**config.mk**
```make
export PLATFORM = sky130hd
export DESIGN_NAME = audio_playback_controller
export DESIGN_NICKNAME = d
export VERILOG_FILES = /design/src/hdl/apc_pkg.sv /design/src/hdl/apc_div.sv /design/src/hdl/apc_ctrl.sv /design/src/hdl/apc_dpath.sv /design/src/hdl/audio_playback_controller.sv
export SDC_FILE = /design/constraint.sdc
export NUM_CORES = 2
export LEC_CHECK = 0
export CAP_MARGIN = 20
export CORE_MARGIN = 2
export CORE_UTILIZATION = 25
export CTS_CLUSTER_SIZE = 40
export DETAILED_ROUTE_END_ITERATION = 16
export DONT_BUFFER_PORTS = 1
export SYNTH_ARGS = -nofsm -noshare
export SYNTH_HDL_FRONTEND = slang
export SYNTH_SLANG_ARGS = --single-unit
```
**constraint.sdc**
```tcl
create_clock -name aclk -period 6 [get_ports aclk]
set_input_delay 0.3 -clock aclk [delete_from_list [all_inputs] [get_ports aclk]]
set_output_delay 0.3 -clock aclk [all_outputs]
set_load 0.1 [all_outputs]
```
**src/hdl/apc_pkg.sv**
```systemverilog
package apc_pkg;

    // Field widths
    localparam int unsigned EV_W     = 3;
    localparam int unsigned PCT_W    = 7;
    localparam int unsigned USED_W   = 16;
    localparam int unsigned STEP_W   = 8;
    localparam int unsigned FRAMES_W = 32;
    localparam int unsigned RATE_W   = 20;
    localparam int unsigned CNT_W    = 32;
    localparam int unsigned STATE_W  = 3;
    localparam int unsigned CFG_AW   = 2;
    localparam int unsigned CFG_DW   = 32;

    // Divider widths: dividend holds frames times 1000, divisor holds a 32-bit length
    localparam int unsigned DVD_W    = 42;
    localparam int unsigned DSR_W    = 32;

    // Stream word widths
    localparam int unsigned S_DATA_W = 32;
    localparam int unsigned S_USER_W = EV_W;
    localparam int unsigned M_DATA_W = 120;

    // Event codes
    localparam logic [EV_W-1:0] EV_TICK    = 3'd0;
    localparam logic [EV_W-1:0] EV_OPEN    = 3'd1;
    localparam logic [EV_W-1:0] EV_TOGGLE  = 3'd2;
    localparam logic [EV_W-1:0] EV_STOP    = 3'd3;
    localparam logic [EV_W-1:0] EV_FRAMES  = 3'd4;
    localparam logic [EV_W-1:0] EV_UNDERUN = 3'd5;
    localparam logic [EV_W-1:0] EV_EXHAUST = 3'd6;
    localparam logic [EV_W-1:0] EV_VOLUME  = 3'd7;

    // Playback modes
    localparam logic [STATE_W-1:0] ST_STOPPED   = 3'd0;
    localparam logic [STATE_W-1:0] ST_BUFFERING = 3'd1;
    localparam logic [STATE_W-1:0] ST_PLAYING   = 3'd2;
    localparam logic [STATE_W-1:0] ST_PAUSED    = 3'd3;
    localparam logic [STATE_W-1:0] ST_EOF       = 3'd4;

    // Register indexes
    localparam logic [CFG_AW-1:0] CFG_PREROLL = 2'd0;
    localparam logic [CFG_AW-1:0] CFG_REFILL  = 2'd1;
    localparam logic [CFG_AW-1:0] CFG_LENGTH  = 2'd2;
    localparam logic [CFG_AW-1:0] CFG_RATE    = 2'd3;

    // Reset values and limits
    localparam logic [PCT_W-1:0] PREROLL_RST = 7'd75;
    localparam logic [PCT_W-1:0] REFILL_RST  = 7'd50;
    localparam logic [PCT_W-1:0] VOLUME_RST  = 7'd60;
    localparam logic [PCT_W-1:0] PCT_MAX     = 7'd100;
    localparam logic [9:0]       MS_PER_S    = 10'd1000;

    // Controller to datapath commands
    typedef struct packed {
        logic capture;
        logic exec;
        logic mul;
        logic div_start;
        logic load_out;
    } apc_cmd_t;

    // Datapath to controller status
    typedef struct packed {
        logic div_busy;
        logic out_free;
    } apc_stat_t;

endpackage

```
**src/hdl/apc_div.sv**
```systemverilog
module apc_div (
    input  logic                        aclk,
    input  logic                        aresetn,
    input  logic                        start,
    input  logic [apc_pkg::DVD_W-1:0]   dividend,
    input  logic [apc_pkg::DSR_W-1:0]   divisor,
    output logic                        busy,
    output logic [apc_pkg::DVD_W-1:0]   quotient
);

    localparam int unsigned STEP_CW = $clog2(apc_pkg::DVD_W);
    localparam logic [STEP_CW-1:0] LAST_STEP = STEP_CW'(apc_pkg::DVD_W - 1);

    logic [apc_pkg::DVD_W-1:0] quo_reg;
    logic [apc_pkg::DSR_W-1:0] rem_reg;
    logic [apc_pkg::DSR_W-1:0] dsr_reg;
    logic [STEP_CW-1:0]        cnt_reg;
    logic                      busy_reg;

    logic [apc_pkg::DSR_W:0]   rem_sh;
    logic                      ge;
    logic [apc_pkg::DSR_W:0]   rem_diff;

    // One restoring step: shift in the next dividend bit, subtract if it fits
    always_comb begin
        rem_sh   = {rem_reg, quo_reg[apc_pkg::DVD_W-1]};
        ge       = rem_sh >= {1'b0, dsr_reg};
        rem_diff = rem_sh - {1'b0, dsr_reg};
    end

    always_ff @(posedge aclk) begin
        if (!aresetn) begin
            busy_reg <= 1'b0;
            cnt_reg  <= '0;
        end else if (start) begin
            busy_reg <= 1'b1;
            cnt_reg  <= '0;
        end else if (busy_reg) begin
            cnt_reg <= cnt_reg + 1'b1;
            if (cnt_reg == LAST_STEP) begin
                busy_reg <= 1'b0;
            end
        end
    end

    always_ff @(posedge aclk) begin
        if (start) begin
            quo_reg <= dividend;
            rem_reg <= '0;
            dsr_reg <= divisor;
        end else if (busy_reg) begin
            quo_reg <= {quo_reg[apc_pkg::DVD_W-2:0], ge};
            rem_reg <= ge ? rem_diff[apc_pkg::DSR_W-1:0] : rem_sh[apc_pkg::DSR_W-1:0];
        end
    end

    assign busy     = busy_reg;
    assign quotient = quo_reg;

endmodule

```
**src/hdl/apc_ctrl.sv**
```systemverilog
module apc_ctrl (
    input  logic               aclk,
    input  logic               aresetn,
    input  logic               s_tvalid,
    output logic               s_tready,
    input  apc_pkg::apc_stat_t stat,
    output apc_pkg::apc_cmd_t  cmd
);

    localparam logic [2:0] S_IDLE = 3'd0;
    localparam logic [2:0] S_EXEC = 3'd1;
    localparam logic [2:0] S_MUL  = 3'd2;
    localparam logic [2:0] S_LOAD = 3'd3;
    localparam logic [2:0] S_DIV  = 3'd4;

    logic [2:0] state_reg;
    logic [2:0] state_next;

    // Sequence one event: capture, apply, scale, divide, publish
    always_comb begin
        state_next = state_reg;
        cmd        = '0;
        s_tready   = 1'b0;
        unique case (state_reg)
            S_IDLE: begin
                s_tready    = 1'b1;
                cmd.capture = s_tvalid;
                if (s_tvalid) begin
                    state_next = S_EXEC;
                end
            end
            S_EXEC: begin
                cmd.exec   = 1'b1;
                state_next = S_MUL;
            end
            S_MUL: begin
                cmd.mul    = 1'b1;
                state_next = S_LOAD;
            end
            S_LOAD: begin
                cmd.div_start = 1'b1;
                state_next    = S_DIV;
            end
            S_DIV: begin
                // hold until both quotients are in and the output slot is free
                if (!stat.div_busy && stat.out_free) begin
                    cmd.load_out = 1'b1;
                    state_next   = S_IDLE;
                end
            end
            default: begin
                state_next = S_IDLE;
            end
        endcase
    end

    always_ff @(posedge aclk) begin
        if (!aresetn) begin
            state_reg <= S_IDLE;
        end else begin
            state_reg <= state_next;
        end
    end

endmodule

```
**src/hdl/apc_dpath.sv**
```systemverilog
module apc_dpath (
    input  logic                           aclk,
    input  logic                           aresetn,
    input  apc_pkg::apc_cmd_t              cmd,
    output apc_pkg::apc_stat_t             stat,
    input  logic [apc_pkg::S_DATA_W-1:0]   s_tdata,
    input  logic [apc_pkg::S_USER_W-1:0]   s_tuser,
    input  logic                           cfg_wr_en,
    input  logic [apc_pkg::CFG_AW-1:0]     cfg_addr,
    input  logic [apc_pkg::CFG_DW-1:0]     cfg_wr_data,
    output logic                           m_tvalid,
    input  logic                           m_tready,
    output logic [apc_pkg::M_DATA_W-1:0]   m_tdata
);

    // Configuration
    logic [apc_pkg::PCT_W-1:0]    preroll_reg;
    logic [apc_pkg::PCT_W-1:0]    refill_reg;
    logic [apc_pkg::FRAMES_W-1:0] length_reg;
    logic [apc_pkg::RATE_W-1:0]   rate_reg;

    // Captured event
    logic [apc_pkg::EV_W-1:0]     ev_reg;
    logic [apc_pkg::PCT_W-1:0]    level_reg;
    logic [apc_pkg::USED_W-1:0]   used_reg;
    logic                         exh_in_reg;
    logic signed [apc_pkg::STEP_W-1:0] step_reg;

    // Player state
    logic [apc_pkg::STATE_W-1:0]  mode_reg,   mode_next;
    logic [apc_pkg::FRAMES_W-1:0] frames_reg, frames_next;
    logic [apc_pkg::PCT_W-1:0]    vol_reg,    vol_next;
    logic [apc_pkg::CNT_W-1:0]    under_reg,  under_next;
    logic                         exh_reg,    exh_next;

    // Scaled dividends
    logic [apc_pkg::DVD_W-1:0]    pos_dvd_reg;
    logic [apc_pkg::DVD_W-1:0]    prog_dvd_reg;

    logic [apc_pkg::FRAMES_W:0]   sum;
    logic [apc_pkg::FRAMES_W-1:0] sum_sat;
    logic signed [9:0]            vol_sum;

    logic                         pos_busy, prog_busy;
    logic [apc_pkg::DVD_W-1:0]    pos_q, prog_q;

    logic [apc_pkg::FRAMES_W-1:0] pos_ms;
    logic [apc_pkg::PCT_W-1:0]    prog_pct;
    logic                         refill;
    logic [apc_pkg::M_DATA_W-1:0] out_word;

    logic                         m_tvalid_reg;
    logic [apc_pkg::M_DATA_W-1:0] m_tdata_reg;

    // Register writes
    always_ff @(posedge aclk) begin
        if (!aresetn) begin
            preroll_reg <= apc_pkg::PREROLL_RST;
            refill_reg  <= apc_pkg::REFILL_RST;
            length_reg  <= '0;
            rate_reg    <= '0;
        end else if (cfg_wr_en) begin
            unique case (cfg_addr)
                apc_pkg::CFG_PREROLL: preroll_reg <= cfg_wr_data[apc_pkg::PCT_W-1:0];
                apc_pkg::CFG_REFILL:  refill_reg  <= cfg_wr_data[apc_pkg::PCT_W-1:0];
                apc_pkg::CFG_LENGTH:  length_reg  <= cfg_wr_data[apc_pkg::FRAMES_W-1:0];
                apc_pkg::CFG_RATE:    rate_reg    <= cfg_wr_data[apc_pkg::RATE_W-1:0];
                default: ;
            endcase
        end
    end

    // Capture the accepted event
    always_ff @(posedge aclk) begin
        if (cmd.capture) begin
            ev_reg     <= s_tuser;
            level_reg  <= s_tdata[6:0];
            used_reg   <= s_tdata[22:7];
            exh_in_reg <= s_tdata[23];
            step_reg   <= s_tdata[31:24];
        end
    end

    // Saturating frame add, clamped to a known track length
    always_comb begin
        sum     = {1'b0, frames_reg} + {{(apc_pkg::FRAMES_W+1-apc_pkg::USED_W){1'b0}}, used_reg};
        sum_sat = sum[apc_pkg::FRAMES_W] ? '1 : sum[apc_pkg::FRAMES_W-1:0];
        if (length_reg != '0 && sum_sat > length_reg) begin
            sum_sat = length_reg;
        end
        vol_sum = $signed({3'b000, vol_reg}) + 10'(step_reg);
    end

    // Apply the event to the player state
    always_comb begin
        mode_next   = mode_reg;
        frames_next = frames_reg;
        vol_next    = vol_reg;
        under_next  = under_reg;
        exh_next    = exh_reg;
        unique case (ev_reg)
            apc_pkg::EV_TICK: begin
                if (mode_reg == apc_pkg::ST_BUFFERING) begin
                    if (level_reg >= preroll_reg || exh_reg) begin
                        mode_next = apc_pkg::ST_PLAYING;
                    end
                end else if (mode_reg == apc_pkg::ST_PLAYING) begin
                    if (exh_reg && level_reg == '0) begin
                        mode_next = apc_pkg::ST_EOF;
                    end
                end
            end
            apc_pkg::EV_OPEN: begin
                frames_next = '0;
                exh_next    = 1'b0;
                mode_next   = apc_pkg::ST_BUFFERING;
            end
            apc_pkg::EV_TOGGLE: begin
                if (mode_reg == apc_pkg::ST_PLAYING) begin
                    mode_next = apc_pkg::ST_PAUSED;
                end else if (mode_reg == apc_pkg::ST_PAUSED) begin
                    mode_next = apc_pkg::ST_PLAYING;
                end
            end
            apc_pkg::EV_STOP: begin
                mode_next   = apc_pkg::ST_STOPPED;
                frames_next = '0;
            end
            apc_pkg::EV_FRAMES: begin
                if (mode_reg == apc_pkg::ST_PLAYING) begin
                    frames_next = sum_sat;
                end
            end
            apc_pkg::EV_UNDERUN: begin
                if (mode_reg == apc_pkg::ST_PLAYING) begin
                    under_next = under_reg + 1'b1;
                end
            end
            apc_pkg::EV_EXHAUST: begin
                exh_next = exh_in_reg;
            end
            apc_pkg::EV_VOLUME: begin
                if (vol_sum < 0) begin
                    vol_next = '0;
                end else if (vol_sum > 10'sd100) begin
                    vol_next = apc_pkg::PCT_MAX;
                end else begin
                    vol_next = vol_sum[apc_pkg::PCT_W-1:0];
                end
            end
            default: ;
        endcase
    end

    always_ff @(posedge aclk) begin
        if (!aresetn) begin
            mode_reg   <= apc_pkg::ST_STOPPED;
            frames_reg <= '0;
            vol_reg    <= apc_pkg::VOLUME_RST;
            under_reg  <= '0;
            exh_reg    <= 1'b0;
        end else if (cmd.exec) begin
            mode_reg   <= mode_next;
            frames_reg <= frames_next;
            vol_reg    <= vol_next;
            under_reg  <= under_next;
            exh_reg    <= exh_next;
        end
    end

    // Scale the frame count for milliseconds and percent
    always_ff @(posedge aclk) begin
        if (cmd.mul) begin
            pos_dvd_reg  <= apc_pkg::DVD_W'(frames_reg) * apc_pkg::DVD_W'(apc_pkg::MS_PER_S);
            prog_dvd_reg <= apc_pkg::DVD_W'(frames_reg) * apc_pkg::DVD_W'(apc_pkg::PCT_MAX);
        end
    end

    apc_div u_pos_div (
        .aclk     (aclk),
        .aresetn  (aresetn),
        .start    (cmd.div_start),
        .dividend (pos_dvd_reg),
        .divisor  (apc_pkg::DSR_W'(rate_reg)),
        .busy     (pos_busy),
        .quotient (pos_q)
    );

    apc_div u_prog_div (
        .aclk     (aclk),
        .aresetn  (aresetn),
        .start    (cmd.div_start),
        .dividend (prog_dvd_reg),
        .divisor  (length_reg),
        .busy     (prog_busy),
        .quotient (prog_q)
    );

    // Form the result word
    always_comb begin
        pos_ms = (rate_reg == '0) ? '0 : pos_q[apc_pkg::FRAMES_W-1:0];
        if (length_reg == '0) begin
            prog_pct = '0;
        end else if (prog_q > apc_pkg::DVD_W'(apc_pkg::PCT_MAX)) begin
            prog_pct = apc_pkg::PCT_MAX;
        end else begin
            prog_pct = prog_q[apc_pkg::PCT_W-1:0];
        end

        if (exh_reg || mode_reg == apc_pkg::ST_STOPPED || mode_reg == apc_pkg::ST_EOF) begin
            refill = 1'b0;
        end else if (mode_reg == apc_pkg::ST_BUFFERING) begin
            refill = level_reg < preroll_reg;
        end else begin
            refill = level_reg < refill_reg;
        end

        out_word = {5'b00000, under_reg, prog_pct, pos_ms, frames_reg, vol_reg, refill,
                    (mode_reg == apc_pkg::ST_PLAYING), mode_reg};
    end

    // Output register; the next event can be taken while this one waits
    always_ff @(posedge aclk) begin
        if (!aresetn) begin
            m_tvalid_reg <= 1'b0;
        end else if (cmd.load_out) begin
            m_tvalid_reg <= 1'b1;
        end else if (m_tready) begin
            m_tvalid_reg <= 1'b0;
        end
    end

    always_ff @(posedge aclk) begin
        if (cmd.load_out) begin
            m_tdata_reg <= out_word;
        end
    end

    assign stat.div_busy = pos_busy | prog_busy;
    assign stat.out_free = !m_tvalid_reg || m_tready;
    assign m_tvalid      = m_tvalid_reg;
    assign m_tdata       = m_tdata_reg;

endmodule

```
**src/hdl/audio_playback_controller.sv**
```systemverilog
// Audio playback sequencer.
// Input stream (s_*): one event per transfer. s_tuser carries the event kind
// (tick, open, play/pause, stop, frames consumed, underrun, set exhausted,
// volume step); s_tdata carries buffer level, frames used, exhausted flag and
// signed volume step.
// Result stream (m_*): one transfer per event with mode, output enable,
// refill request, volume, played frames, position in ms, percent progress
// and underrun count, all taken after the event is applied.
// Configuration: cfg_wr_en writes cfg_wr_data into register cfg_addr
// (0 preroll %, 1 refill %, 2 track length, 3 frame rate); write only idle.
// Sequence: an accepted event is applied, scaled and loaded into the dividers,
// the divide steps follow, then the result is published and the controller
// returns to idle, the only state that takes a new event. Two 42-step
// restoring dividers run side by side (position and progress).
// Reset: mode stopped, frames and underruns zero, volume 60, thresholds 75/50.
// A stalled result waits in the output register; the next event is still
// accepted and processed, and its result is published once the slot frees.
module audio_playback_controller (
    input  logic                         aclk,
    input  logic                         aresetn,
    input  logic                         s_tvalid,
    output logic                         s_tready,
    // [6:0] buffer_level_pct, [22:7] frames_used, [23] exhausted_in, [31:24] volume_step
    input  logic [apc_pkg::S_DATA_W-1:0] s_tdata,
    // [2:0] event kind
    input  logic [apc_pkg::S_USER_W-1:0] s_tuser,
    output logic                         m_tvalid,
    input  logic                         m_tready,
    // [2:0] play_state, [3] output_enable, [4] refill_request, [11:5] volume_level,
    // [43:12] played_frames, [75:44] position_ms, [82:76] progress_pct,
    // [114:83] underrun_total, [119:115] zero
    output logic [apc_pkg::M_DATA_W-1:0] m_tdata,
    input  logic                         cfg_wr_en,
    input  logic [apc_pkg::CFG_AW-1:0]   cfg_addr,
    input  logic [apc_pkg::CFG_DW-1:0]   cfg_wr_data
);

    apc_pkg::apc_cmd_t  cmd;
    apc_pkg::apc_stat_t stat;

    apc_ctrl u_ctrl (
        .aclk     (aclk),
        .aresetn  (aresetn),
        .s_tvalid (s_tvalid),
        .s_tready (s_tready),
        .stat     (stat),
        .cmd      (cmd)
    );

    apc_dpath u_dpath (
        .aclk        (aclk),
        .aresetn     (aresetn),
        .cmd         (cmd),
        .stat        (stat),
        .s_tdata     (s_tdata),
        .s_tuser     (s_tuser),
        .cfg_wr_en   (cfg_wr_en),
        .cfg_addr    (cfg_addr),
        .cfg_wr_data (cfg_wr_data),
        .m_tvalid    (m_tvalid),
        .m_tready    (m_tready),
        .m_tdata     (m_tdata)
    );

    // One event in flight: no new transfer right after one is taken
    a_one_in_flight: assert property (@(posedge aclk) disable iff (!aresetn)
        s_tvalid && s_tready |=> !s_tready)
        else $error("event accepted while another is in progress");

    // Output enable tracks the playing mode
    a_enable_mode: assert property (@(posedge aclk) disable iff (!aresetn)
        m_tvalid |-> (m_tdata[3] == (m_tdata[2:0] == apc_pkg::ST_PLAYING)))
        else $error("output enable disagrees with mode");

    // Volume and progress stay within 0..100
    a_pct_range: assert property (@(posedge aclk) disable iff (!aresetn)
        m_tvalid |-> (m_tdata[11:5] <= apc_pkg::PCT_MAX && m_tdata[82:76] <= apc_pkg::PCT_MAX))
        else $error("percent field out of range");

    // A result is only published when the previous one has been taken
    a_no_overwrite: assert property (@(posedge aclk) disable iff (!aresetn)
        cmd.load_out |-> (!m_tvalid || m_tready))
        else $error("result overwritten before transfer");

endmodule

```
# Word-level counts from Yosys, hierarchy flattened
# Cells that the tools add are included.
# totals
register_bits,585
latchBits,0
mem_bits_rw,0
romBits,0
inputBits,74
out_inout_bits,122
elab_cells,158
n_memories,0
# classes
n_addsub,7
mul,2
n_div,0
magnitude_cmp,9
eq_ne,27
n_shift,0
n_mux,40
bitwise,2
n_reduce_logical,36
# ops
operator,count
32-bit 2-to-1 mux,5
42-bit 2-to-1 mux,3
32-bit one-hot mux with 2 select lines,1
"42-bit by 7-bit > comparator with 1-bit output, second input constant",1
"32-bit by 7-bit multiplier with 39-bit output, second input constant",1
39-bit 2-to-1 mux,1
"32-bit by 5-bit multiplier with 37-bit output, second input constant",1
32-bit by 16-bit adder with 33-bit output,1
33-bit by 20-bit >= comparator with 1-bit output,1
33-bit by 32-bit >= comparator with 1-bit output,1
"32-bit by 1-bit adder with 32-bit output, second input constant",1
32-bit > comparator,1
32-bit logical NOT,1
32-bit nonzero test,1
32-bit by 20-bit subtractor with 32-bit output,1
32-bit subtractor,1
3-bit 2-to-1 mux,8
7-bit 2-to-1 mux,3
20-bit logical NOT,1
"3-bit by 2-bit equality test with 1-bit output, second input constant",6
"3-bit equality test, second input constant",6
1-bit 2-to-1 mux,16
3-bit one-hot mux with 5 select lines,1
7-bit < comparator,2
29 further kinds,58

# Depth between registers and ports, before layout
# depth
ltp_word,7
depth_mapped,24
mapped_depth_nobuf,21

# Hierarchy
# A second synthesis with hierarchy kept.
# hier_totals
hier_cells,3488
hier_area_um2,36628.9
# by_module_without_submodules
module,n_inst,cells_per_inst,area_per_inst_um2,seq_area_each_um2
apc_dpath,1,2279,23874.1,9569.2
apc_div at u_dpath.u_pos_div,1,617,6384.9,3002.9
apc_div at u_dpath.u_prog_div,1,570,6169.7,3002.9
apc_ctrl,1,22,200.2,60.1

# Least setup slack after synthesis
# No wires, ideal clock.
# synth_timing
path_kind,register to register
startpoint,"reg u_dpath.m_tvalid_reg, in the netlist u_dpath.m_tvalid"
endpoint,"reg u_dpath.m_tdata_reg, in the netlist u_dpath.m_tdata[0], enable pin"
setup_ns,0.592
t_arrival_ns,6.076
required_time_ns,5.408
setup_slack_ns,-0.668
stages_incl_launch_ff,4
path_buffers,0
synth_period_minus_slack_ns,6.668
path_cell_list,dfxtp_1 -> nor2b_1 -> or3_1 -> nor2_1
# synth_rtl
item,line_no,source
start: declaration,apc_dpath.sv:52,logic m_tvalid_reg;
start signal: assignment,apc_dpath.sv:225,m_tvalid_reg <= 1'b0;
start signal: assignment,apc_dpath.sv:227,m_tvalid_reg <= 1'b1;
start signal: assignment,apc_dpath.sv:229,m_tvalid_reg <= 1'b0;
end signal: assignment,apc_dpath.sv:235,m_tdata_reg <= out_word;
end: declaration,apc_dpath.sv:53,logic [apc_pkg::M_DATA_W-1:0] m_tdata_reg;

# Worst setup path in the final report
# layout_timing
startpoint,reg u_dpath.frames_reg[20] in the netlist's numbering
endpoint,reg u_dpath.pos_dvd_reg[41] in the netlist's numbering (data pin)
# layout_via
elab_chain_cells,1
# layout_rtl
item,line_no,source
start: declaration,apc_dpath.sv:31,"logic [apc_pkg::FRAMES_W-1:0] frames_reg, frames_next;"
start signal: assignment,apc_dpath.sv:164,frames_reg <= frames_next;
32-bit by 7-bit multiplier with 39-bit output,apc_dpath.sv:174,pos_dvd_reg <= apc_pkg::DVD_W'(frames_reg) * apc_pkg::DVD_W'(apc_pkg::MS_PER_S);
end signal: assignment,apc_dpath.sv:174,
end: declaration,apc_dpath.sv:37,logic [apc_pkg::DVD_W-1:0] pos_dvd_reg;
# Every way passes these cells.
# A chain may end at the register's enable or synchronous reset.

==> results.md <==
Worst hold path:
- The worst min-delay path category is in -> reg.
- The worst hold path terminates at u_dpath.length_reg[19]$_SDFFE_PN0P_.
- The number of cells on the worst hold path is 4.
- The start point of the worst min-delay path is cfg_addr[0].

Clocking:
- CTS placed an instance of clkbuf_16 at the clock tree root.
- The clock tree from TritonCTS is built.
- The number of sinks driven by the clock tree is 583.
- The clock latency on the worst-skew pair is 690 ps.
- The number of levels in the clock H-tree is 3.
- The register clock-pin slew on the reported worst setup and hold paths is 70 ps.
- The number of buffers added by the clock tree synthesis step is 73.
- The number of setup buffers added after CTS is 0.
- No sink is reached through more buffers than the 3 on the longest clock path.

Synth:
- After synthesis, the share of cell area in mux cells is 0.886%.
- The synthesized design spends more area on one cell type than any other, namely edfxtp_1.
- The most instantiated flip-flop cell in the synthesis netlist is edfxtp_1.
- The fraction of synthesized cell area taken by the top area cell type is 30.9%.
- After Yosys synthesis, and, or, nand and nor cells account for 14.4% of the synthesized area.
- The adder-cell area share of the yosys netlist is 18.5%.
- The flip-flop and latch count after synthesis is 583.
- The number of distinct standard cells referenced by the synthesized netlist is 97.
- The combined area of all synthesized cells is 35,000 um2.
- For this run, asynchronously set or reset flops after synthesis account for 0%.
- The synthesized design contains 360 enable-type register cells.
- Sorting the synthesized cells by area gives the leading types as edfxtp_1 (31%), dfxtp_1 (13%), ha_1 (10%).
- A synthesized cell averages 9.88 um2.
- The combinational family with the most area after synthesis is adder cells.
- The xor-xnor portion of the synthesized cell area is 4.35%.
- The proportion of synthesized chip area in sequential cells is 43.6%.
- Summing the areas of all compound-gate instances in the mapped netlist gives 12.5% of the synthesized area.
- Synthesis produced 3,545 cells.
- The synthesis warning total is 0.

Final layout:
- The count of non-filler cells in the finished layout is 5,575.
- At the end of the flow, the number of nets in the layout was 4,135.
- The area overhead of the layout relative to synthesis is 16.0%.
- The library cells used most frequently in the layout, excluding fill and tap cells, are nand2_1 (523), inv_1 (408), edfxtp_1 (360).
- The filler cell count in the final layout is 14,600.
- Cells with a size suffix above 1 make up 5.88% of the layout.
- The register with the most flip-flops in the layout has 115 of them.
- The library cell used most frequently in the layout, excluding fill and tap cells, is nand2_1.

Setup path:
- The startpoint type of the worst setup path is a flip-flop.
- The startpoint-to-endpoint class of the critical path is reg -> reg.
- The data arrival time of the critical path is 6120 ps.
- The worst register-to-register path ends at u_dpath.pos_dvd_reg[41]$_DFFE_PN_.
- The kind of capture point of the worst setup path is a flip-flop.
- The required time at the worst-slack endpoint is 6430 ps.
- The highest fanout seen on the critical path is 6.
- The depth of the worst register-to-register path is 18.
- The startpoint of the most critical register-to-register path is u_dpath.frames_reg[20]$_SDFFE_PN0P_.
- The reg-to-reg setup timing slack is 310 ps.

Placed design:
- Counting tap cells, the placed design contains a total of 5,352 instances.
- The number of port buffers is 0.
- The half-perimeter wire length of the detailed placement result is 69,200 um.
- Routability-driven placement finished with a final weighted congestion of 0.882.

Global routing:
- The total congestion overflow after global routing is 0.
- The initial antenna violation count came to 17.
- The via count of the first global-routing pass was 25,000.
- The wire length of the first global-routing pass is 144,000 um.
- Entering global routing, the biggest net connects 117 pins.
- The overall track demand over capacity in global routing is 12.9%.

Run status:
- The run finished with clean final reports.

Timing:
- Setup repair after global routing left no endpoint under its margin.
- Based on the critical path, the design can be clocked at up to 176 MHz.
- The final hold violation count was 0.
- The count of final setup violators is 0.
- The shortest period the worst path allows is 5690 ps.
- The worst clock skew is 47.7 ps.
- The total negative slack is 0 ps.
- The final number of max-transition violations was 0.
- Headroom to the max-slew limit came out at 24.7%.
- The slew at the pin with the worst max-slew slack is 1130 ps.
- The period utilization is 94.8%.

Pwr:
- The leakage power is 16.5 nW.
- The power density over the cells is 297 nW/um2.
- The maximum ir drop on the vdd rail is 0.176 mV.

Floorplan:
- The die covers 143,000 um2.
- The initial cell density of the core is 25.2%.
- After floorplanning, the core was sized to cover 139,000 um2.
- The vertical extent of the die is 378 um.
- Pin placement for this block handled 196 I/O pins.
- The number of cell rows is 137.
- The die is 378 um wide.

Drt:
- Dividing the detail-routed via count by the number of cells gives 4.53.
- Summed over all layers, the routed wires come to 92,600 um.
- The remaining antenna violation count after routing is 0.
- The routed metal-1 wirelength is 40,200 um.
- For this block, the via count after detailed routing is 25,300.
- The average routed wire per standard cell is 16.6 um.
- The detailed router finished its first iteration with 1,607 violations.
- The first TritonRoute pass finished after 5 iterations.
- The routed design uses 4960 um of met3 wire.
- Wire segments on met2 add up to 44,600 um in the final route.
- The highest metal layer carrying signal wires in the routed design is met5.
- The detailed-route DRC error count is 0.

Flow run:
- The count of maximum capacitance violations is 0.
-- report_power, final --
| part | internal [mW] | switching, mW | leakage [nW] | total [mW] |
|---|---|---|---|---|
| registers | 4.64 | 0.358 | 5.11 | 4.99 |
| clock network | 2.64 | 1.83 | 1.17 | 4.48 |
| logic | 1.09 | 1.50 | 10.3 | 2.59 |
-- cell type report --
cell class,instances,area [um2],share of cell area [%]
clock inverters,38,393,0.967
repair buffers,124,1180,2.90
multi-input cells,2441,17800,43.9
inverters,410,1550,3.80
clock buffers,95,2050,5.04
well taps,1876,2350,5.78
diodes,8,20.0,0.0493
flip-flops and latches,583,15300,37.6
-- per-stage QoR --
stage               setup WS [ps]  instance area [um2]  util, %  power, mW  hold WS [ps]
finish                        310                40600     29.2       12.1          73.0
global route                 72.3                40600     29.2       12.7          71.9
CTS                           317                40600     29.1       12.2          13.7
detailed placement            372                37300     26.8       7.60           381
global placement              337                37300     26.8       7.56           373
floorplan                     847                35000        -       7.03           399
-- kinds of logic (layout without fill, tap and decap cells) --
logic type               after synthesis  after routing
AND/OR/NAND/NOR                     1105           1105
AO/OA/AOI/OAI                        699            699
flip-flops                           583            583
buffers and inverters                525            667
adder cells (fa/ha/maj)              428            428
XOR/XNOR                             174            174
multiplexers                          30             30
other                                  1             13
-- repair_timing --
item | CTS | global route
hold buffers | 80 | 0
setup endpoints to repair | 0 | 2
resized for setup | 0 | 2
endpoints found under the hold margin | 108 | 0
-- worst max-delay path by stage --
stage,end,cells past startpoint,from
3_3_place_gp,u_dpath.pos_dvd_reg[41]$_DFFE_PN_,18,u_dpath.frames_reg[20]$_SDFFE_PN0P_
4_1_cts,u_dpath.pos_dvd_reg[41]$_DFFE_PN_,18,u_dpath.frames_reg[20]$_SDFFE_PN0P_
5_1_grt,u_dpath.pos_dvd_reg[41]$_DFFE_PN_,18,u_dpath.frames_reg[20]$_SDFFE_PN0P_
2_1_floorplan,u_dpath.frames_reg[17]$_SDFFE_PN0P_,24,u_dpath.frames_reg[0]$_SDFFE_PN0P_
3_5_place_dp,u_dpath.pos_dvd_reg[41]$_DFFE_PN_,18,u_dpath.frames_reg[20]$_SDFFE_PN0P_
6_report,u_dpath.pos_dvd_reg[41]$_DFFE_PN_,18,u_dpath.frames_reg[20]$_SDFFE_PN0P_
-- cell usage after synthesis (22+ instances only) --
master and n:
a211oi_1 54, mux2i_1 22, a21o_1 74, xnor2_1 110, dfxtp_1 223, ha_1 279
a21oi_1 271, nand2b_1 31, nor4_1 31, edfxtp_1 360, inv_1 410, o211ai_1 22
nor2_1 230, xor2_1 64, nand2_1 523, nand3_1 40, o21ai_0 123, or3_1 22
nor3_1 38, nor2b_1 62, fa_1 149, clkbuf_1 98, nand4_1 41
-- worst max-delay path, stage by stage, from the launching register on --
cell	delay, ps
dfxtp_1	510
inv_1	320
fa_1	570
fa_1	510
inv_1	50
fa_1	500
inv_1	50
fa_1	500
inv_1	40
ha_1	380
nand2_1	170
nor3_1	550
o211ai_1	250
nand4b_1	240
nand4_1	170
a31oi_1	260
a21o_1	160
a21oi_1	70
xnor2_1	120
-- routing by layer --
metal / global-route usage (%) / up-vias
li1: - / 12400
met3: 2.65 / 150
met4: 4.83 / 4
met5: 0 / -
met2: 22.0 / 535
met1: 16.1 / 12200
Note: power is estimated with default switching activity, not from simulation.
